===== src/design/lfpid_pkg.sv =====
package lfpid_pkg;

    localparam int SENSOR_COUNT = 8;
    localparam int GAIN_W   = 16;
    localparam int THR_W    = 10;
    localparam int DUTY_W   = 8;
    localparam int TIME_W   = 16;
    localparam int ERR_W    = 11;
    localparam int INTEG_W  = 32;
    localparam int CFG_IDX_W = 3;
    localparam int CFG_DATA_W = 16;

    typedef enum logic [CFG_IDX_W-1:0] {
        REG_KP      = 3'd0,
        REG_KD      = 3'd1,
        REG_KI      = 3'd2,
        REG_THR     = 3'd3,
        REG_MAX     = 3'd4,
        REG_BIAS    = 3'd5,
        REG_STARTUP = 3'd6,
        REG_NONE    = 3'd7
    } cfg_reg_t;

    typedef struct packed {
        logic [GAIN_W-1:0]  kp;
        logic [GAIN_W-1:0]  kd;
        logic [GAIN_W-1:0]  ki;
        logic [THR_W-1:0]   thr;
        logic [DUTY_W-1:0]  max_duty;
        logic [DUTY_W-1:0]  bias;
        logic [TIME_W-1:0]  startup;
    } cfg_t;

endpackage


===== src/design/lfpid_lane.sv =====
module lfpid_lane
    import lfpid_pkg::*;
#(
    parameter int SAMPLE_BITS = 10,
    parameter int INDEX_W     = 4,
    parameter int INDEX       = 0
) (
    input  logic [SAMPLE_BITS-1:0]         sample,
    input  logic [THR_W-1:0]               thr,
    output logic [SAMPLE_BITS-1:0]         value,
    output logic [SAMPLE_BITS+INDEX_W-1:0] weighted
);
    localparam int CMP_W = ((SAMPLE_BITS > THR_W) ? SAMPLE_BITS : THR_W) + 1;

    logic [CMP_W-1:0] thr_ext;
    logic [CMP_W-1:0] samp_ext;

    assign thr_ext  = CMP_W'(thr);
    assign samp_ext = CMP_W'(sample);
    assign value    = (samp_ext < thr_ext) ? '0 : sample;
    assign weighted = (SAMPLE_BITS+INDEX_W)'(value) * (SAMPLE_BITS+INDEX_W)'(INDEX);
endmodule


===== config.mk =====
export PLATFORM = sky130hd
export DESIGN_NAME = lfpid_lane
export DESIGN_NICKNAME = d
export VERILOG_FILES = /design/src/design/lfpid_pkg.sv /design/src/design/lfpid_lane.sv
export SDC_FILE = /design/constraint.sdc
export NUM_CORES = 1
export LEC_CHECK = 0
export CAP_MARGIN = 15
export CORE_MARGIN = 1.5
export CORE_UTILIZATION = 30
export DETAILED_ROUTE_END_ITERATION = 8
export DONT_BUFFER_PORTS = 1
export SYNTH_ARGS = -nofsm -noshare
export SYNTH_HDL_FRONTEND = slang
export SYNTH_SLANG_ARGS = --single-unit

===== constraint.sdc =====
create_clock -name vclk -period 1.8
set_input_delay 0.27 -clock vclk [all_inputs]
set_output_delay 0.27 -clock vclk [all_outputs]
set_load 0.01 [all_outputs]

* Yosys cells after proc, flatten, opt, wreduce, memory -nomap -nowiden *
Cells that the tools add are included.

word-level totals
  register bits after elaboration = 0
  bits of input ports = 20
  output and inout bits = 24

cells by class
  magnitude comparators = 1
  multiplexer cells = 1

operators with widths
  operator        number
  $lt A10 B10 Y1  1
  $mux W10        1

* Depth between registers and ports, before layout *
  depth in word-level cells = 2
  depth in mapped cells = 6
  mapped depth without buffers = 6

* Worst setup path before layout *
OpenSTA, ideal clock, no wires.

  path kind = input to output
  from = in thr[4]
  to = out value[0]
  data arrival time = 1395 ps
  data required time = 1530 ps
  path slack = 135 ps
  stages on the path = 6
  cells stage by stage = inv_1 -> ha_1 -> a41oi_1 -> or3_1 -> buf_6 -> a21boi_1

between the ends
  cells in the longest elaborated chain, start to end = 2

ends and longest elaborated chain
  what                line              source
  start: declaration  lfpid_lane.sv:9   input logic [THR_W-1:0] thr,
  $lt A10 B10 Y1      lfpid_lane.sv:20  assign value = (samp_ext < thr_ext) ? '0 : sample;
  $mux W10            lfpid_lane.sv:20
  end: declaration    lfpid_lane.sv:10  output logic [SAMPLE_BITS-1:0] value,

No other way between the ends.

* Worst setup path in the final report *
  from = in thr[4]
  to = out value[6]

Same word-level chain as after synthesis.

==> results.toml <==
[floorplan]
die_h_um = 41.0
num_io_pins = 44
core_area_mm2 = 0.00132
dieArea_mm2 = 0.00168
start_util = 0.330
num_rows = 13
die_w_um = 41.0

[timing]
rsz0062_at_grt = "yes"
fin_crit_ps = 1780
setup_viol = 0
hold_violations = 0
whs_ps = 677
setup_tns_ps = 0
drv_slew = 0
fin_crit_sh = 0.987
fmax_ghz = 0.563

[yosys]
yosys.area.top_type_share = 0.259
syn_area_um2 = 434
yosys_warnings = 0
syn_avg_cell_area_um2 = 7.62
synthTopCellsByArea = "ha_1, buf_4, a21boi_1"
synthCells = 57
seq_area_frac_synth = 0
yosysUniqueCellTypes = 17
yosysTopAreaCell = "ha_1"

[status]
outcome = "complete, no violations"

[setup_path]
critical_path_required_ps = 1530
path_class = "input port to primary output"
endpoint_kind = "primary output"
startpoint_type = "input port"
cp_max_fo = 7
arrival_ps = 1510

[route]
first_pass_iters = 2
vias = 345
wirelength_um = 770
detail-route-antenna-nets = 0
avgRoutedWirePerCell_um = 10.5
via_per_inst = 4.73
drt_iter0_markers = 1
drc_errors = 0

[power_and_ir_drop]
vdd_ir_drop_max_mv = 0.0782
total_power_w = 0.000105
cellLeakagePower_nw = 0.233
power_density_mw_per_mm2 = 248

[job]
cap_viol_max_count = 0

[worst_hold_path]
hold_class = "input port to primary output"
whs_endpoint = "value[5]"
min-delay-start = "sample[5]"
hold-path-cell-count = 1

[layout]
areaGrowthSynthToFinish_pct = -2.31
nets = 89
layout_commonest_cell = "conb_1"
drive_gt1_frac = 0.155
design.seq.count = 0
final.fill_count = 155
layout_common_cells = "conb_1, inv_1, ha_1"
regArea_um2 = 0
n_antenna_cell = 0
nClkBuffers = 0

[placed_design]
dp.final_hpwl_um = 706
portBuffers = 0
gp_congestion = 0.635

[grt]
grt-ovfl-total = 0
antenna_found_initial = 0
grt_pass1_vias = 267
grtUsageTotal = 0.0868
grt_max_degree = 11
grt_pass1_wl_mm = 1.04
==> cells in the mapped netlist <==
master / number
a211oi_1: 3
a21boi_1: 9
a21boi_2: 1
a21oi_1: 1
a41oi_1: 1
buf_4: 14
buf_6: 1
conb_1: 1
ha_1: 9
inv_1: 10
nand2b_1: 1
nand3_1: 1
nand4_1: 1
nor2_1: 1
nor3_4: 1
o21ai_0: 1
or3_1: 1
==> cell families (layout without fill, tap and decap cells) <==
family,after synthesis,count (layout),share of synthesized area
AO/OA/AOI/OAI,16,16,0.277
adder cells (fa/ha/maj),9,9,0.259
buffers and inverters,25,13,0.354
other,1,14,0.00864
AND/OR/NAND/NOR,6,6,0.101
==> worst max path at each step <==
stage                start  endpoint  cells past startpoint  slack [ps]
finish              thr[4]  value[6]                      8          20
detailed placement  thr[7]  value[7]                      5         -50
global placement    thr[4]  value[7]                      5         -30
CTS                 thr[4]  value[7]                      7          -6
global route        thr[7]  value[1]                      8         -60
floorplan           thr[4]  value[0]                      6         140
==> where the power goes <==
part | internal (W) | switching, W
registers | 0 | 0
clock network | 0 | 0
logic | 0.0000416 | 0.0000637
==> area by class of cell <==
type                            instances  area, um2  share of cell area
Multi-Input combinational cell         45        345               0.814
Inverter                               10       37.5              0.0885
Timing Repair Buffer                    3       22.5              0.0531
Tap cell                               15       18.8              0.0442
==> critical path, stage by stage <==
cell and delay [ps]:
inv_1 20, ha_1 310, a21oi_1 90, a211oi_1 220, buf_4 150, nor3_4 40
buf_4 160, a21boi_1 250
==> repair_timing <==
action,CTS,global route
resized for setup,1,3
buffers inserted,0,2
hold buffers,0,0
setup endpoints to repair,9,10
hold endpoints to repair,0,0
pin swaps,0,1
==> through the flow <==
stage	setup slack (ps)	util	std cells	instance area, um2
3_3_place_gp	-31.1	0.298	71	393
6_report	22.6	0.322	73	424
5_1_grt	-62.9	0.322	73	424
3_5_place_dp	-47.3	0.298	71	393
4_1_cts	-6.48	0.302	71	398
2_1_floorplan	135	-	70	483
==> layer usage <==
metal,global-route usage,up-vias,part of all wire
li1,-,169,-
met1,0.0857,153,0.36
met2,0.184,23,0.51
met3,0.0217,0,0.12
met4,0,0,0
met5,0,-,0
Power figures use the tool's default switching activity.
