`src/design/lfpid_pkg.sv`:
```
package lfpid_pkg;

    localparam int SENSOR_COUNT = 8;
    localparam int GAIN_W   = 16;
    localparam int THR_W    = 10;
    localparam int DUTY_W   = 8;
    localparam int TIME_W   = 16;
    localparam int ERR_W    = 11;
    localparam int INTEG_W  = 32;
    localparam int CFG_IDX_W = 3;
    localparam int CFG_DATA_W = 16;

    typedef enum logic [CFG_IDX_W-1:0] {
        REG_KP      = 3'd0,
        REG_KD      = 3'd1,
        REG_KI      = 3'd2,
        REG_THR     = 3'd3,
        REG_MAX     = 3'd4,
        REG_BIAS    = 3'd5,
        REG_STARTUP = 3'd6,
        REG_NONE    = 3'd7
    } cfg_reg_t;

    typedef struct packed {
        logic [GAIN_W-1:0]  kp;
        logic [GAIN_W-1:0]  kd;
        logic [GAIN_W-1:0]  ki;
        logic [THR_W-1:0]   thr;
        logic [DUTY_W-1:0]  max_duty;
        logic [DUTY_W-1:0]  bias;
        logic [TIME_W-1:0]  startup;
    } cfg_t;

endpackage

```
`src/design/lfpid_div.sv`:
```
module lfpid_div
    import lfpid_pkg::*;
#(
    parameter int W = 48
) (
    input  logic         aclk,
    input  logic         aresetn,
    input  logic         start,
    input  logic [W-1:0] dividend,
    input  logic [W-1:0] divisor,
    output logic [W-1:0] quotient,
    output logic         done
);
    localparam int CNT_W = $clog2(W + 1);

    logic [W-1:0]     quo_reg;
    logic [W-1:0]     rem_reg;
    logic [W-1:0]     dvs_reg;
    logic [CNT_W-1:0] cnt_reg;
    logic             busy_reg;
    logic             done_reg;
    logic [W:0]       trial;

    assign trial = {rem_reg, quo_reg[W-1]} - {1'b0, dvs_reg};

    always_ff @(posedge aclk) begin
        if (!aresetn) begin
            busy_reg <= 1'b0;
            done_reg <= 1'b0;
            cnt_reg  <= '0;
        end else begin
            done_reg <= 1'b0;
            if (start) begin
                busy_reg <= 1'b1;
                cnt_reg  <= CNT_W'(W);
                quo_reg  <= dividend;
                rem_reg  <= '0;
                dvs_reg  <= divisor;
            end else if (busy_reg) begin
                if (!trial[W]) begin
                    rem_reg <= trial[W-1:0];
                    quo_reg <= {quo_reg[W-2:0], 1'b1};
                end else begin
                    rem_reg <= {rem_reg[W-2:0], quo_reg[W-1]};
                    quo_reg <= {quo_reg[W-2:0], 1'b0};
                end
                cnt_reg <= cnt_reg - 1'b1;
                if (cnt_reg == CNT_W'(1)) begin
                    busy_reg <= 1'b0;
                    done_reg <= 1'b1;
                end
            end
        end
    end

    assign quotient = quo_reg;
    assign done     = done_reg;
endmodule

```
`config.mk`:
```
export PLATFORM = sky130hd
export DESIGN_NAME = lfpid_div
export DESIGN_NICKNAME = d
export VERILOG_FILES = /design/src/design/lfpid_pkg.sv /design/src/design/lfpid_div.sv
export SDC_FILE = /design/constraint.sdc
export NUM_CORES = 1
export LEC_CHECK = 0
export ABC_AREA = 1
export BUFFER_PORTS_ARGS = -buffer_cell sky130_fd_sc_hd__buf_2
export CAP_MARGIN = 40
export CORE_MARGIN = 5
export CORE_UTILIZATION = 55
export DETAILED_ROUTE_END_ITERATION = 10
export GPL_TIMING_DRIVEN = 1
export PLACE_DENSITY = 0.77
export SLEW_MARGIN = 25
export SYNTH_ARGS = -nofsm -noshare
export SYNTH_HDL_FRONTEND = slang
export SYNTH_SLANG_ARGS = --single-unit
```
`constraint.sdc`:
```
create_clock -name aclk -period 8.1 [get_ports aclk]
set_clock_uncertainty 0.15 [all_clocks]
set_input_delay 1.215 -clock aclk [delete_from_list [all_inputs] [get_ports aclk]]
set_output_delay 1.215 -clock aclk [all_outputs]
set_load 0.1 [all_outputs]
```
# Word level (Yosys, flattened, before mapping)
# Index checks and enable logic that the tools add are counted.
[totals] reg_bits=152 in_bits=99 out_inout_bits=49 word_cells=28
[classes] n_addsub=2 n_eq_ne=1 muxes=11 bitwise=2 n_reduce_logical=5
[op_table] operator="2-to-1 mux 48 bit" n=4
[op_table] operator="subtractor 49 x 48 -> 49 bit" n=1
[op_table] operator="2-to-1 mux 6 bit" n=2
[op_table] operator="== test 6 x 1 -> 1 bit, second input constant" n=1
[op_table] operator="subtractor 6 x 1 -> 6 bit, second input constant" n=1
[op_table] operator="2-to-1 mux 1 bit" n=5
[op_table] operator="AND reduction 2 bit" n=2
[op_table] operator="OR reduction 3 bit" n=1
[op_table] operator="inverter 1 bit" n=2
[op_table] operator="nonzero test 2 bit" n=1
[op_table] operator="OR reduction 2 bit" n=1

# Depth between registers and ports, before layout
# Gate-level depths: netlist (run 1).
[depth] word_depth=4 ltp_mapped=18 ltp_nobuf=17

# Worst setup path before layout (run 1)
# No wires, ideal clock.
[synth_path] kind="input port to flip-flop" from="input port start" to="register quo_reg[0], in the netlist quotient[0] (enable)" setup_time_ns=0.458 arrival_ns=3.584 t_required_ns=7.492 path_slack_ns=3.908 stages=3 path_buffers=1 cell_sequence="clkbuf_1 nand2_1 nand2_1"
[synth_between] elab_chain_cells=2
[synth_rtl] element="start, declared" line="lfpid_div.sv:8" text="input logic start,"
[synth_rtl] element="nonzero test 2 bit (no source line)"
[synth_rtl] element="AND reduction 2 bit (no source line)"
[synth_rtl] element="end signal, assigned" line="lfpid_div.sv:36" text="quo_reg <= dividend;"
[synth_rtl] element="end signal, assigned" line="lfpid_div.sv:42" text="quo_reg <= {quo_reg[W-2:0], 1'b1};"
[synth_rtl] element="end signal, assigned" line="lfpid_div.sv:45" text="quo_reg <= {quo_reg[W-2:0], 1'b0};"
[synth_rtl] element="end, declared" line="lfpid_div.sv:16" text="logic [W-1:0] quo_reg;"
# No other way between the ends.
# A chain may end at the register's enable or synchronous reset.

# Worst setup path after layout (run 1)
[layout_path] from="input port start" to="register rem_reg[40] (enable)"
[layout_between] elab_chain_cells=2
[layout_rtl] element="nonzero test 2 bit (no source line)"
[layout_rtl] element="AND reduction 2 bit (no source line)"
[layout_rtl] element="end signal, assigned" line="lfpid_div.sv:41" text="rem_reg <= trial[W-1:0];"
[layout_rtl] element="end signal, assigned" line="lfpid_div.sv:44" text="rem_reg <= {rem_reg[W-2:0], quo_reg[W-1]};"
[layout_rtl] element="end, declared" line="lfpid_div.sv:17" text="logic [W-1:0] rem_reg;"
# No other way between the ends.

==> results.toml, run 1 <==
[routing]
wl_per_cell_um = 13.42
drc_errors = 0
ant_nets = 0
vias = 9641
viasPerCell = 4.867
drt-initial-drc-count = 696
drt_wl_total_um = 26580
dr.pass1.iters = 5

[floorplan]
ioPinCount = 148
start_util_pct = 55.61
rows = 51
die_area_um2 = 22510
fp.coreArea_um2 = 19400
die_y_um = 150.0
die_x_um = 150.0

[global_routing]
track_usage_pct = 24.71
grt_pass1_vias = 9311
grt-ovfl-total = 0
grt_pass1_wl_um = 43790
gr-usage-met3_pct = 5.512
grt.met2_usage_pct = 41.86
antenna_found_initial = 0
grt_max_degree = 62
grt.busiest_layer = "met2"
met1_usage_pct = 32.93

[clock_tree]
cts-root-buf = "clkbuf_16"
cts_buffers = 17
cts_tree = "built"
cts_sinks = 152
h-tree-depth = 4
hold_buffers = 0
clk_latency_ns = 0.44
clk_path_buf_depth = 2
clk_pin_slew_ns = 0.07
cts_resized = 0
cts_setup_buffers = 0

[yosys]
synth_xor_xnor_area_share_pct = 2.598
synthesis.area_um2 = 10790
ys.warnings.count = 0
yosysTopAreaCell = "edfxtp_1"
synth.distinct_cells = 39
synth_top_family_by_area = "simple AND/OR/NAND/NOR gates"
synthMuxAreaShare_pct = 0
avgSynthCellArea_um2 = 6.923
synth_top_area_share_pct = 40.09
ys_ff_latch = 152
synthSimpleGateAreaFrac_pct = 35.14
yosysSeqAreaShare_pct = 41.57
yosys-top-cells-area = "edfxtp_1 (40%), nand2_1 (23%), inv_1 (11%)"
synth-adder-area-share_pct = 5.985
netlist_instances = 1558
synth_compound_area_share_pct = 1.856
synth_fp_nets = 1708

[placed_design]
placedCellCount = 1949
dp_hpwl_um = 20910
gp_congestion = 0.9711
port_buffers = 147
pre_cts_slack_ns = 4.343

[power_and_ir_drop]
seqPwrFrac_pct = 34.8
combPwrFrac_pct = 37.0
netSwitchingFraction_pct = 40.10
power.internal_mw = 1.747
p_total_mw = 2.916
p_per_area_nw_per_um2 = 236.4
ir_drop_mv = 0.1661
switching_power_mw = 1.170
power.share.clock_pct = 28.2
p_leak_nw = 6.767

[job]
maxCapViolations = 0

[worst_setup_path]
required_ns = 8.02
cp_cell_sequence = "buf_2, buf_4, nand2_1, nand2_4, buf_4"
critPathLaunch = "start"
path_buf_inv = 3
cp_slowest_stage_delay_ns = 0.67
r2r_cells = 17
regToRegStartpoint = "quotient[47]"
crit_fanout = 52
cp-start-kind = "primary input"
setup.worst_path.class = "in2reg"
r2r_slack_ns = 4.92
r2r-end = "rem_reg[31]"
cp_top_family = "buffers and inverters"
worst-path-stages = 5
cp-endpoint = "rem_reg[40]"
crit_top_cell = "buf_4"
arrival_ns = 3.19
crit_path_end_kind = "flip-flop"
critical-path-slowest-cell = "buf_4"

[sta]
period_share_pct = 40.38
finalCriticalPeriod_ns = 3.271
relSlewSlack_pct = 49.43
max_slew.worst_pin.slew_ns = 0.7574
finalWorstSetupSlack_ns = 4.829
drv_slew = 0
finalSetupTns_ns = 0
setup_violations = 0
rsz0062_at_grt = "no"
finalHoldViolCount = 0
clock.fmax_mhz = 305.7

[run_status]
outcome = "finished clean"

[finish]
drive_above_1_share_pct = 13.99
final_cell_mix = "nand2_1 (657), inv_1 (309), nor2_1 (168)"
fillers = 1807
area.growth.synth_to_final_pct = 14.36
nets = 1853
antenna_cells = 0
mostFrequentLayoutCell = "nand2_1"
stdcell_count = 1981

[min_path]
hp-class = "reg2reg"
[worst reg2reg max path: cells and delay by family, from the launching register on]
family | cells | cell delay, ns
buffers and inverters | 2 | 0.17
AND/OR/NAND/NOR | 13 | 1.63
flip-flops | 1 | 0.37
adder cells (fa/ha/maj) | 2 | 0.63
[area by class of cell]
type	instances	area, µm²	share of cell area (%)
well taps	265	331.6	2.688
clock buffers	19	432.9	3.509
multi-input cells	1054	4923	39.91
flip-flops and latches	152	4484	36.35
clock inverters	13	157.7	1.278
repair buffers	151	778.2	6.309
inverters	327	1227	9.950
[stage by stage]
stage	util [%]	instance area, µm²	hold WS [ns]
2_1_floorplan	-	10790	0.3258
3_3_place_gp	60.44	11730	0.3397
3_5_place_dp	60.55	11750	0.3433
4_1_cts	63.59	12340	0.3527
5_1_grt	63.59	12340	0.3850
6_report	63.59	12340	0.3491
[power groups by stage]
stage	registers, mW	clock network [mW]	logic, mW
5_1_grt	1.02	0.864	1.22
3_3_place_gp	1.03	0	1.05
6_report	1.02	0.821	1.08
2_1_floorplan	1.17	0	0.705
3_5_place_dp	1.03	0	1.07
4_1_cts	1.02	0.833	1.07
[cell families (layout without fill, tap and decap cells)]
family / after synthesis / after routing
AO/OA/AOI/OAI: 38 / 38
XOR/XNOR: 32 / 32
AND/OR/NAND/NOR: 933 / 933
adder cells (fa/ha/maj): 51 / 51
flip-flops: 152 / 152
buffers and inverters: 352 / 510
[per-layer routing]
metal | vias to the layer above | part of all wire [%]
li1 | 4970 | -
met1 | 4288 | 43
met2 | 353 | 47
met3 | 30 | 8.7
met4 | 0 | 1.1
met5 | - | 0
[how the worst min path moves through the flow]
| stage | endpoint | slack [ns] | cells past startpoint | from |
|---|---|---|---|---|
| finish | cnt_reg[1] | 0.35 | 2 | cnt_reg[1] |
| detailed placement | cnt_reg[1] | 0.34 | 2 | cnt_reg[1] |
| CTS | cnt_reg[1] | 0.35 | 2 | cnt_reg[1] |
| floorplan | cnt_reg[1] | 0.33 | 2 | cnt_reg[1] |
| global route | cnt_reg[1] | 0.39 | 2 | cnt_reg[1] |
| global placement | cnt_reg[1] | 0.34 | 2 | cnt_reg[1] |
[cells in the mapped netlist (all sizes together)]
cell,count
nor3,6
ha,50
xor2,28
dfxtp,8
edfxtp,144
buf,12
and2,2
o21ai,4
clkinv,4
nor4,4
a211oi,1
xnor2,4
a21oi,31
nand4,11
nor3b,2
a31oi,1
or2,3
nand2,676
nand3b,1
o21bai,1
inv,323
nand3,40
fa,1
clkbuf,13
nor2,188
Power figures use the tool's default switching activity.
==> run 2, diff against run 1 <==
--- a/config.mk
+++ b/config.mk
@@ -9,7 +9,7 @@
 export BUFFER_PORTS_ARGS = -buffer_cell sky130_fd_sc_hd__buf_2
 export CAP_MARGIN = 40
 export CORE_MARGIN = 5
-export CORE_UTILIZATION = 55
+export CORE_UTILIZATION = 53
 export DETAILED_ROUTE_END_ITERATION = 10
 export GPL_TIMING_DRIVEN = 1
 export PLACE_DENSITY = 0.77
==> constraint.sdc (replaced) <==
create_clock -name aclk -period 2.7 [get_ports aclk]
set_clock_uncertainty 0.15 [all_clocks]
set_input_delay 0.405 -clock aclk [delete_from_list [all_inputs] [get_ports aclk]]
set_output_delay 0.405 -clock aclk [all_outputs]
set_load 0.1 [all_outputs]
==> run 2 against run 1 <==
Net effect:
- the run now ends with negative setup slack left
- via count is 7.1% higher
- clock power rose to 3.0 times the previous value
- worst hold slack worse by 0.28 ns
- power grew to 3.3 times the previous value
- first-iteration DRC count increased by 25%
- register-to-register slack got worse by 4.9 ns
- routed wire length increased by 16%
- sequential power grew to 3.0 times the previous value
- sequential share of layout area fell by 3.9 points
- worst setup slack worse by 4.9 ns
- cell count grew 5.0%
==> results.toml, run 2 (synthesized netlist as in run 1, its figures left out) <==
[floorplan]
die_y_um = 152.7
rows = 52
fp.coreArea_um2 = 20170
die_area_um2 = 23310
die_x_um = 152.7
ioPinCount = 148
start_util_pct = 53.48

[clock_tree]
h-tree-depth = 4
cts-root-buf = "clkbuf_16"
cts_buffers = 17
clk_pin_slew_ns = 0.07
clk_path_buf_depth = 2
clk_latency_ns = 0.44
cts_tree = "built"
cts_sinks = 152

[finish]
area.growth.synth_to_final_pct = 28.02
ff_latch_area_um2 = 4484
mostFrequentLayoutCell = "nand2_1"
drive_above_1_share_pct = 21.09
final_cell_mix = "nand2_1 (604), inv_1 (307), nor2_1 (147), buf_2 (147), edfxtp_1 (144)"
fin_util_pct = 68.47
fillers = 1702
stdcell_count = 2081
multiInputGateArea_um2 = 5451
design_area_um2 = 13810
nets = 1948
antenna_cells = 0

[job]
maxCapViolations = 0

[routing]
drc_errors = 0
wl_per_cell_um = 14.84
drt-initial-drc-count = 869
drt_wl_total_um = 30890
ant_nets = 0
viasPerCell = 4.962
dr.pass1.iters = 6
vias = 10330

[worst_setup_path]
r2r-end = "rem_reg[15]"
crit_path_end_kind = "flip-flop"
crit_fanout = 8
r2r_cells = 18
regToRegStartpoint = "quotient[47]"
required_ns = 2.74
cp-start-kind = "flip-flop"
arrival_ns = 2.76
r2r_slack_ns = -0.02
setup.worst_path.class = "reg2reg"

[global_routing]
antenna_found_initial = 0
grt_max_degree = 71
grt_pass1_vias = 9601
grt_pass1_wl_um = 46290
grt-ovfl-total = 0
track_usage_pct = 24.69

[sta]
setup_violations = 11
period_share_pct = 100.8
drv_slew = 0
finalHoldViolCount = 0
finalWorstSetupSlack_ns = -0.02143
whs_ns = 0.06534
clock.fmax_mhz = 367.5
finalCriticalPeriod_ns = 2.721
max_slew.worst_pin.slew_ns = 0.5082
relSlewSlack_pct = 66.35
rsz0062_at_grt = "yes"

[power_and_ir_drop]
p_leak_nw = 7.316
switching_power_mw = 3.986
seqPwrFrac_pct = 31.9
power.share.clock_pct = 25.5
p_per_area_nw_per_um2 = 694.7
power.internal_mw = 5.608
combPwrFrac_pct = 42.6
netSwitchingFraction_pct = 41.55
ir_drop_mv = 0.4744

[run_status]
violations = "negative setup slack"
outcome = "finished with violations"

[placed_design]
placedCellCount = 1980
dp_hpwl_um = 22290
port_buffers = 147
placed_cell_area_um2 = 12020
gp_congestion = 0.9878

[min_path]
hold_start = "aresetn"
hold_depth = 3
holdPathEnd = "cnt_reg[4]"
hp-class = "in2reg"
## run 2: cell count changes in the layout (fill, tap and decap cells not counted), sizes merged
cell / previous run / this run
clkbuf: 19 / 24
bufinv: 2 / 0
dlygate4sd3: 0 / 48
nand2: 676 / 682
buf: 151 / 188
inv: 330 / 331
## run 2: power by group through the flow
stage                     Clock [mW]  Sequential (mW)  Combinational (mW)
after global placement             0             3.08                3.36
final                           2.45             3.06                4.09
after floorplan                    0             3.52                2.12
after global routing            2.59             3.08                4.46
after detailed placement           0             3.09                3.40
after CTS                       2.49             3.04                3.48
## run 2: how the worst max path moves through the flow
stage	slack, ns	end	from	cells after the start
2_1_floorplan	-0.41	rem_reg[38]	quotient[47]	18
3_3_place_gp	0.08	rem_reg[37]	rem_reg[24]	13
3_5_place_dp	0.03	rem_reg[15]	rem_reg[18]	15
4_1_cts	0.004	rem_reg[19]	quotient[47]	18
5_1_grt	-0.14	rem_reg[10]	quotient[47]	18
6_report	-0.02	rem_reg[15]	quotient[47]	18
## run 2: routing by layer
metal | routed length, µm | GRT usage (%)
met2 | 14400 | 40.57
met1 | 13220 | 32.67
met3 | 2548 | 5.907
met4 | 724 | 7.297
met5 | 0 | 0
## run 2: worst max-delay path: stages (launching register included)
cell	delay, ns
edfxtp_1	0.36
inv_1	0.05
ha_2	0.19
fa_2	0.41
inv_2	0.09
nand2_2	0.05
nand2_2	0.08
nand3_2	0.07
nand2_2	0.10
nand2_2	0.07
nand2_2	0.09
nand2_4	0.09
nand3_4	0.13
nand2_8	0.09
nand2_8	0.14
clkbuf_16	0.18
nand2_2	0.04
nand2_1	0.05
nor2_1	0.04
## run 2: layout make-up
type                       count  share of cell area [%]
multi-input combinational   1060                   39.48
sequential                   152                   32.47
timing repair buffer         240                   12.36
inverter                     327                   8.888
clock buffer                  20                   3.470
tap                          270                   2.446
clock inverter                12                  0.8879
## run 2: per-stage QoR
step / total power [mW] / setup WS (ns) / TNS, ns
floorplan: 5.640 / -0.4118 / -19.30
global placement: 6.441 / 0.07545 / 0
detailed placement: 6.491 / 0.02834 / 0
CTS: 9.012 / 0.004020 / 0
global route: 10.13 / -0.1412 / -5.094
finish: 9.594 / -0.02143 / -0.1380
## run 2: what timing repair did
action	4_1_cts	5_1_grt
hold buffers	47	1
endpoints found under the setup margin	2	49
hold endpoints to repair	47	1
resized for setup	1	115
buffers inserted	0	11
cloned	0	10
pin swaps	0	29
